### config.mk
export PLATFORM = sky130hd
export DESIGN_NAME = imq_ctrl
export DESIGN_NICKNAME = d
export VERILOG_FILES = /design/src/rtl/imq_pkg.sv /design/src/rtl/imq_ctrl.sv
export SDC_FILE = /design/constraint.sdc
export NUM_CORES = 1
export LEC_CHECK = 0
export BUFFER_PORTS_ARGS = -buffer_cell sky130_fd_sc_hd__clkbuf_2
export CORE_UTILIZATION = 49
export CTS_CLUSTER_DIAMETER = 30
export CTS_CLUSTER_SIZE = 20
export DETAILED_ROUTE_END_ITERATION = 8
export PLACE_DENSITY = 0.78
export SYNTH_ARGS = -nofsm -noshare
export SYNTH_HDL_FRONTEND = slang
export SYNTH_SLANG_ARGS = --single-unit
### constraint.sdc
create_clock -name i_clk -period 2.1 [get_ports i_clk]
set_input_delay 0.525 -clock i_clk [delete_from_list [all_inputs] [get_ports i_clk]]
set_output_delay 0.525 -clock i_clk [all_outputs]
set_load 0.02 [all_outputs]
### src/rtl/imq_pkg.sv
// ----------------------------------------------------------------------------
// imq_pkg
// Shared types, codes and constants for the indexed min priority queue.
// ----------------------------------------------------------------------------
package imq_pkg;

    localparam int VERT_W       = 8;
    localparam int NVERT        = 256;
    localparam int KEY_W        = 32;
    localparam int STAT_W       = 3;
    localparam int OCC_W        = 9;
    localparam int MODE_W       = 2;
    localparam int CAPACITY_DEF = 256;

    localparam logic [MODE_W-1:0] MODE_INSERT   = 2'd0;
    localparam logic [MODE_W-1:0] MODE_DECREASE = 2'd1;
    localparam logic [MODE_W-1:0] MODE_EXTRACT  = 2'd2;
    localparam logic [MODE_W-1:0] MODE_QUERY    = 2'd3;

    localparam logic [STAT_W-1:0] ST_OK        = 3'd0;
    localparam logic [STAT_W-1:0] ST_FULL      = 3'd1;
    localparam logic [STAT_W-1:0] ST_EMPTY     = 3'd2;
    localparam logic [STAT_W-1:0] ST_PRESENT   = 3'd3;
    localparam logic [STAT_W-1:0] ST_ABSENT    = 3'd4;
    localparam logic [STAT_W-1:0] ST_NOT_LOWER = 3'd5;

    localparam int OP_W = 5;
    localparam logic [OP_W-1:0] OP_NONE    = 5'd0;
    localparam logic [OP_W-1:0] OP_LOAD    = 5'd1;
    localparam logic [OP_W-1:0] OP_REJECT  = 5'd2;
    localparam logic [OP_W-1:0] OP_INS     = 5'd3;
    localparam logic [OP_W-1:0] OP_DEC     = 5'd4;
    localparam logic [OP_W-1:0] OP_EX_ROOT = 5'd5;
    localparam logic [OP_W-1:0] OP_UP_RD   = 5'd6;
    localparam logic [OP_W-1:0] OP_UP_KEY  = 5'd7;
    localparam logic [OP_W-1:0] OP_UP_MOVE = 5'd8;
    localparam logic [OP_W-1:0] OP_PLACE   = 5'd9;
    localparam logic [OP_W-1:0] OP_EX_KEY  = 5'd10;
    localparam logic [OP_W-1:0] OP_EX_TAKE = 5'd11;
    localparam logic [OP_W-1:0] OP_EX_LKEY = 5'd12;
    localparam logic [OP_W-1:0] OP_DN_RDL  = 5'd13;
    localparam logic [OP_W-1:0] OP_DN_KL   = 5'd14;
    localparam logic [OP_W-1:0] OP_DN_KR   = 5'd15;
    localparam logic [OP_W-1:0] OP_DN_MOVE = 5'd16;
    localparam logic [OP_W-1:0] OP_FIN_RD  = 5'd17;
    localparam logic [OP_W-1:0] OP_EMIT    = 5'd18;

    typedef struct packed {
        logic [MODE_W-1:0]       mode;
        logic [VERT_W-1:0]       vertex;
        logic signed [KEY_W-1:0] key;
    } t_req;

    typedef struct packed {
        logic [STAT_W-1:0]       status;
        logic [VERT_W-1:0]       min_vertex;
        logic signed [KEY_W-1:0] min_key;
        logic                    present;
        logic [OCC_W-1:0]        occupancy;
    } t_rsp;

    typedef struct packed {
        logic [OP_W-1:0]   op;
        logic [STAT_W-1:0] status;
    } t_cmd;

    typedef struct packed {
        logic [MODE_W-1:0] mode;
        logic              hit;
        logic              full;
        logic              empty;
        logic              key_lower;
        logic              at_root;
        logic              up_less;
        logic              cnt_one;
        logic              leaf;
        logic              dn_stop;
        logic              out_busy;
    } t_sts;

endpackage

### src/rtl/imq_ctrl.sv
// ----------------------------------------------------------------------------
// imq_ctrl
// Heap op sequencer: one datapath command per cycle unless the result stalls.
// ----------------------------------------------------------------------------
module imq_ctrl (
    input  logic          i_clk,
    input  logic          i_rst_n,
    input  logic          i_in_valid,
    output logic          o_in_stall,
    input  imq_pkg::t_sts i_sts,
    output imq_pkg::t_cmd o_cmd
);
    import imq_pkg::*;

    localparam logic [3:0] S_IDLE = 4'd0;
    localparam logic [3:0] S_CHK  = 4'd1;
    localparam logic [3:0] S_UP   = 4'd2;
    localparam logic [3:0] S_UP1  = 4'd3;
    localparam logic [3:0] S_UP2  = 4'd4;
    localparam logic [3:0] S_EX1  = 4'd5;
    localparam logic [3:0] S_EX2  = 4'd6;
    localparam logic [3:0] S_EX3  = 4'd7;
    localparam logic [3:0] S_DN   = 4'd8;
    localparam logic [3:0] S_DN1  = 4'd9;
    localparam logic [3:0] S_DN2  = 4'd10;
    localparam logic [3:0] S_DN3  = 4'd11;
    localparam logic [3:0] S_FIN  = 4'd12;
    localparam logic [3:0] S_FIN1 = 4'd13;

    logic [3:0] r_state, n_state;

    always_ff @(posedge i_clk) begin
        if (!i_rst_n) begin
            r_state <= S_IDLE;
        end else begin
            r_state <= n_state;
        end
    end

    assign o_in_stall = (r_state != S_IDLE);

    always_comb begin
        n_state      = r_state;
        o_cmd.op     = OP_NONE;
        o_cmd.status = ST_OK;
        unique case (r_state)
            S_IDLE: begin
                if (i_in_valid) begin
                    o_cmd.op = OP_LOAD;
                    n_state  = S_CHK;
                end
            end
            S_CHK: begin
                n_state  = S_FIN;
                o_cmd.op = OP_REJECT;
                unique case (i_sts.mode)
                    MODE_INSERT: begin
                        if (i_sts.hit) begin
                            o_cmd.status = ST_PRESENT;
                        end else if (i_sts.full) begin
                            o_cmd.status = ST_FULL;
                        end else begin
                            o_cmd.op = OP_INS;
                            n_state  = S_UP;
                        end
                    end
                    MODE_DECREASE: begin
                        if (!i_sts.hit) begin
                            o_cmd.status = ST_ABSENT;
                        end else if (!i_sts.key_lower) begin
                            o_cmd.status = ST_NOT_LOWER;
                        end else begin
                            o_cmd.op = OP_DEC;
                            n_state  = S_UP;
                        end
                    end
                    MODE_EXTRACT: begin
                        if (i_sts.empty) begin
                            o_cmd.status = ST_EMPTY;
                        end else begin
                            o_cmd.op = OP_EX_ROOT;
                            n_state  = S_EX1;
                        end
                    end
                    default: begin
                        o_cmd.status = ST_OK;
                    end
                endcase
            end
            S_UP: begin
                if (i_sts.at_root) begin
                    o_cmd.op = OP_PLACE;
                    n_state  = S_FIN;
                end else begin
                    o_cmd.op = OP_UP_RD;
                    n_state  = S_UP1;
                end
            end
            S_UP1: begin
                o_cmd.op = OP_UP_KEY;
                n_state  = S_UP2;
            end
            S_UP2: begin
                if (i_sts.up_less) begin
                    o_cmd.op = OP_UP_MOVE;
                    n_state  = S_UP;
                end else begin
                    o_cmd.op = OP_PLACE;
                    n_state  = S_FIN;
                end
            end
            S_EX1: begin
                o_cmd.op = OP_EX_KEY;
                n_state  = S_EX2;
            end
            S_EX2: begin
                o_cmd.op = OP_EX_TAKE;
                n_state  = i_sts.cnt_one ? S_FIN : S_EX3;
            end
            S_EX3: begin
                o_cmd.op = OP_EX_LKEY;
                n_state  = S_DN;
            end
            S_DN: begin
                if (i_sts.leaf) begin
                    o_cmd.op = OP_PLACE;
                    n_state  = S_FIN;
                end else begin
                    o_cmd.op = OP_DN_RDL;
                    n_state  = S_DN1;
                end
            end
            S_DN1: begin
                o_cmd.op = OP_DN_KL;
                n_state  = S_DN2;
            end
            S_DN2: begin
                o_cmd.op = OP_DN_KR;
                n_state  = S_DN3;
            end
            S_DN3: begin
                if (i_sts.dn_stop) begin
                    o_cmd.op = OP_PLACE;
                    n_state  = S_FIN;
                end else begin
                    o_cmd.op = OP_DN_MOVE;
                    n_state  = S_DN;
                end
            end
            S_FIN: begin
                o_cmd.op = OP_FIN_RD;
                n_state  = S_FIN1;
            end
            S_FIN1: begin
                if (!i_sts.out_busy) begin
                    o_cmd.op = OP_EMIT;
                    n_state  = S_IDLE;
                end
            end
            default: begin
                n_state = S_IDLE;
            end
        endcase
    end

endmodule

# == Yosys cells after proc, flatten, opt, wreduce, memory -nomap -nowiden ==
# Cells that the tools add are included.
# op_classes
n_eq_ne,17
muxes,34
n_reduce_logical,4
# op_table
op,n
$pmux W5 S14,1
$pmux W4 S14,1
$mux W4,11
$mux W3,9
$eq A4 B4 Y1 const B,6
$eq A4 B3 Y1 const B,4
$mux W5,3
$pmux W5 S3,1
$pmux W4 S3,1
$pmux W3 S3,1
$eq A4 B2 Y1 const B,2
$eq A4 B1 Y1 const B,1
$logic_not A4 Y1,1
$mux W1,4
$mux W2,2
$ne A2 B2 Y1 const B,2
$reduce_bool A4 Y1,1
$eq A2 B1 Y1 const B,1
$eq A2 B2 Y1 const B,1
$logic_not A2 Y1,1
$reduce_and A2 Y1,1
# word_totals
register_bits,4
inputBits,15

# == Longest topological paths before layout ==
# logic_depth
word_depth,4
depth_mapped,6
depth_no_buf,4

# == Worst setup path before layout ==
# Ideal clock, no wire load.
# synth_timing
path_type,register -> output
from,register r_state[1]
to,output port o_cmd[2] (netlist name)
t_arrival_ns,1.723
path_slack_ns,-0.148
stages_incl_launch_ff,5
path_buffers,1
path_cell_list,dfxtp_1 -> buf_6 -> nor2_1 -> nand3_2 -> a2111oi_0
# synth_rtl
item,line,source
from (decl),imq_ctrl.sv:30,"logic [3:0] r_state, n_state;"
from (signal assigned),imq_ctrl.sv:36,r_state <= n_state;
to (decl),imq_ctrl.sv:11,output imq_pkg::t_cmd o_cmd

==> qor.txt <==
final slew viol count = 0
Top FF cell, synth = dfxtp_1
delay-heaviest family, CP = simple AND/OR/NAND/NOR gates
dpl hpwl = 1467 microns
synthesized cell area = 719.4 sq um
Slowest-stage cell, CP = dfxtp_4
io pins = 24
DP Area = 880.8 sq um
Synth top cells by count = nand2_1 (11), a21oi_1 (8), nor2_1 (8)
layout cell share with drive strength beyond 1 = 0.4375
FF/Latch Area = 90.09 sq um
Max-Cap Viols = 0
global route overflow = 0
fin area = 1032 sq um
WL per Instance = 13.70 microns
gp weighted congestion = 0.8921
CTS tree = yes
Seq/Total Area, Yosys = 0.1113
Worst-Skew Late Latency = 230 ps
CP max stage delay = 360 ps
status = completed
critical path capture point type = primary output
met2 Resource Use GR = 0.5000
Chip Height = 40.32 microns
initial antenna violation count = 0
RSZ-0062 raised after global routing = true
crit start category = flip-flop
clk_skew = 3.698 ps
die area = 1625 sq um
WL final = 2179 microns
routed vias = 946
Leak = 0.4564 nW
Setup Viol. Count Final = 0
clk root buf = clkbuf_4
Most Crowded Layer GR = met2
Pwr Density = 1304 nW/um^2
CTS buffer count = 3
number of port buffers = 23
DR vias/cell = 5.950
Rel. slew slack = 0.7999
biggest regs = r_state: 4 flops
Routed Antenna Nets = 0
#FFs+latches synth = 4
fillcell total = 114
global-route wire length before repair = 3332 microns
Synth top area share = 0.1113
worst-path maximum fanout = 7
number of DRC markers in iteration 0 = 21
VDD IR-drop max = 0.9389 mV
FMAX = 478.2 MHz
part of the cycle the worst path needs = 0.9957
drt drc = 0
Gate Count Post-Synth = 106
vias in the first global route = 803
GR Util met1 = 0.3974
syn avg cell area = 6.787 sq um
Cell Chain, Critical Path = buf_6 -> nor3b_4 -> o21ai_2 -> o31ai_1 -> or3_1 -> clkbuf_8
largest net degree at the start of global routing = 16
Die Width = 40.32 microns
Fin. Hold Viols = 0
Slew @ Worst Pin = 299.4 ps
H-tree Lvls = 1
Area Overhead vs Synth = 43.48%
Reg with most FFs = r_state
crit path time final = 2091 ps
Post-synth EDFFs = 0
asr flop ratio synth = 0
Post-Syn Nets = 121
Syn. warnings = 0
Tot GR Track Use = 0.3009
crit path buf inv count = 2
Data required, critical path = 1570 ps
leading post-synthesis cells by cell area = dfxtp_1 (11%), nor2b_1 (6.1%), nand2_1 (5.7%)
Starting Density = 0.5394
Synth cell types = 42
core footprint = 1334 sq um
met3 Usage GRT = 0.06667
router iterations before antenna repair = 4
Final Power = 1.346 mW
Hold Crit Class = input port to flip-flop
most common cell in the netlist = nand2_1
Diodes inserted = 0
area occupied by multi-input gates = 596.8 sq um
Largest register FFs = 4
worst setup path category = flip-flop to primary output
Arrival @ worst endpoint = 1570 ps
leading area contributor after synthesis = dfxtp_1
maximum buffer depth of the clock tree = 2
TritonCTS Sinks = 4
Hold Buf Count CTS = 0
Final nets = 161
Rows = 13
Worst-path clk slew = 40 ps
==> kinds of logic after synthesis <==
| group | share of synthesized area |
|---|---|
| xor gates and xnor gates | 0.01218 |
| DFF | 0.1113 |
| and+or+nand+nor | 0.4174 |
| buffers and inverters | 0.1043 |
| AOI/OAI and AO/OA | 0.3409 |
| muxes | 0.01391 |
==> layout make-up <==
cell class | instances | share of cell area
clock buffer | 3 | 0.02182
tap | 15 | 0.01818
timing repair buffer | 45 | 0.2836
multi-input combinational | 89 | 0.5782
inverter | 3 | 0.01091
sequential | 4 | 0.08727
==> stage by stage <==
step / worst slack (ps) / cells / util / TNS, ps / hold WS [ps]
2_1_floorplan: 108.2 / 106 / - / 0 / 652.9
3_3_place_gp: 53.40 / 146 / 0.6604 / 0 / 779.0
3_5_place_dp: 0.5452 / 146 / 0.6604 / 0 / 787.1
4_1_cts: -66.25 / 160 / 0.7645 / -66.25 / 555.4
5_1_grt: -68.64 / 159 / 0.7739 / -68.64 / 575.2
6_report: 8.945 / 159 / 0.7739 / 0 / 570.4
==> per-layer routing <==
layer  up-vias  share of wire
met1       445           0.45
li1        468              -
met3         2          0.034
met5         -              0
met2        31           0.51
met4         0         0.0064
==> worst paths after layout <==
path	endpoint	start	slack (ps)	depth (start not counted)
max	o_cmd[3]	r_state[2]$_SDFFE_PN0P_	9	6
min	r_state[1]$_SDFFE_PN0P_	i_rst_n	570	2
max reg2reg	r_state[3]$_SDFFE_PN0P_	r_state[2]$_SDFFE_PN0P_	120	13
min reg2reg	r_state[1]$_SDFFE_PN0P_	r_state[1]$_SDFFE_PN0P_	780	3
==> cells in the final DEF (no fill, tap or decap), types with 2 or more instances in the layout <==
cell,Yosys,routed
nand2b_1,5,5
a31oi_1,2,2
a21oi_1,8,8
dfxtp_4,0,2
clkbuf_4,0,3
nor3b_1,5,3
buf_4,1,21
o31a_1,3,3
clkbuf_2,0,22
nor3b_4,0,2
dfxtp_2,0,2
nor3_1,5,5
nor2_1,8,8
o31ai_1,4,4
nor2b_1,7,6
nor2b_2,1,2
nand2_1,11,10
o21ai_0,4,4
inv_1,3,3
o22ai_1,3,3
==> what timing repair did <==
item                       in CTS  in global routing
resized for setup              10                  6
setup endpoints to repair       3                  6
setup buffers                  11                  0
pin swaps                       2                  5
==> power breakdown <==
part	switching [mW]	internal (mW)	leakage [nW]	total, mW
sequential	0.0888	0.120	0.0350	0.209
clock	0.0310	0.0639	0.0138	0.0949
combinational	0.542	0.500	0.408	1.04
total	0.662	0.684	0.456	1.35
Note: power is estimated with default switching activity, not from simulation.
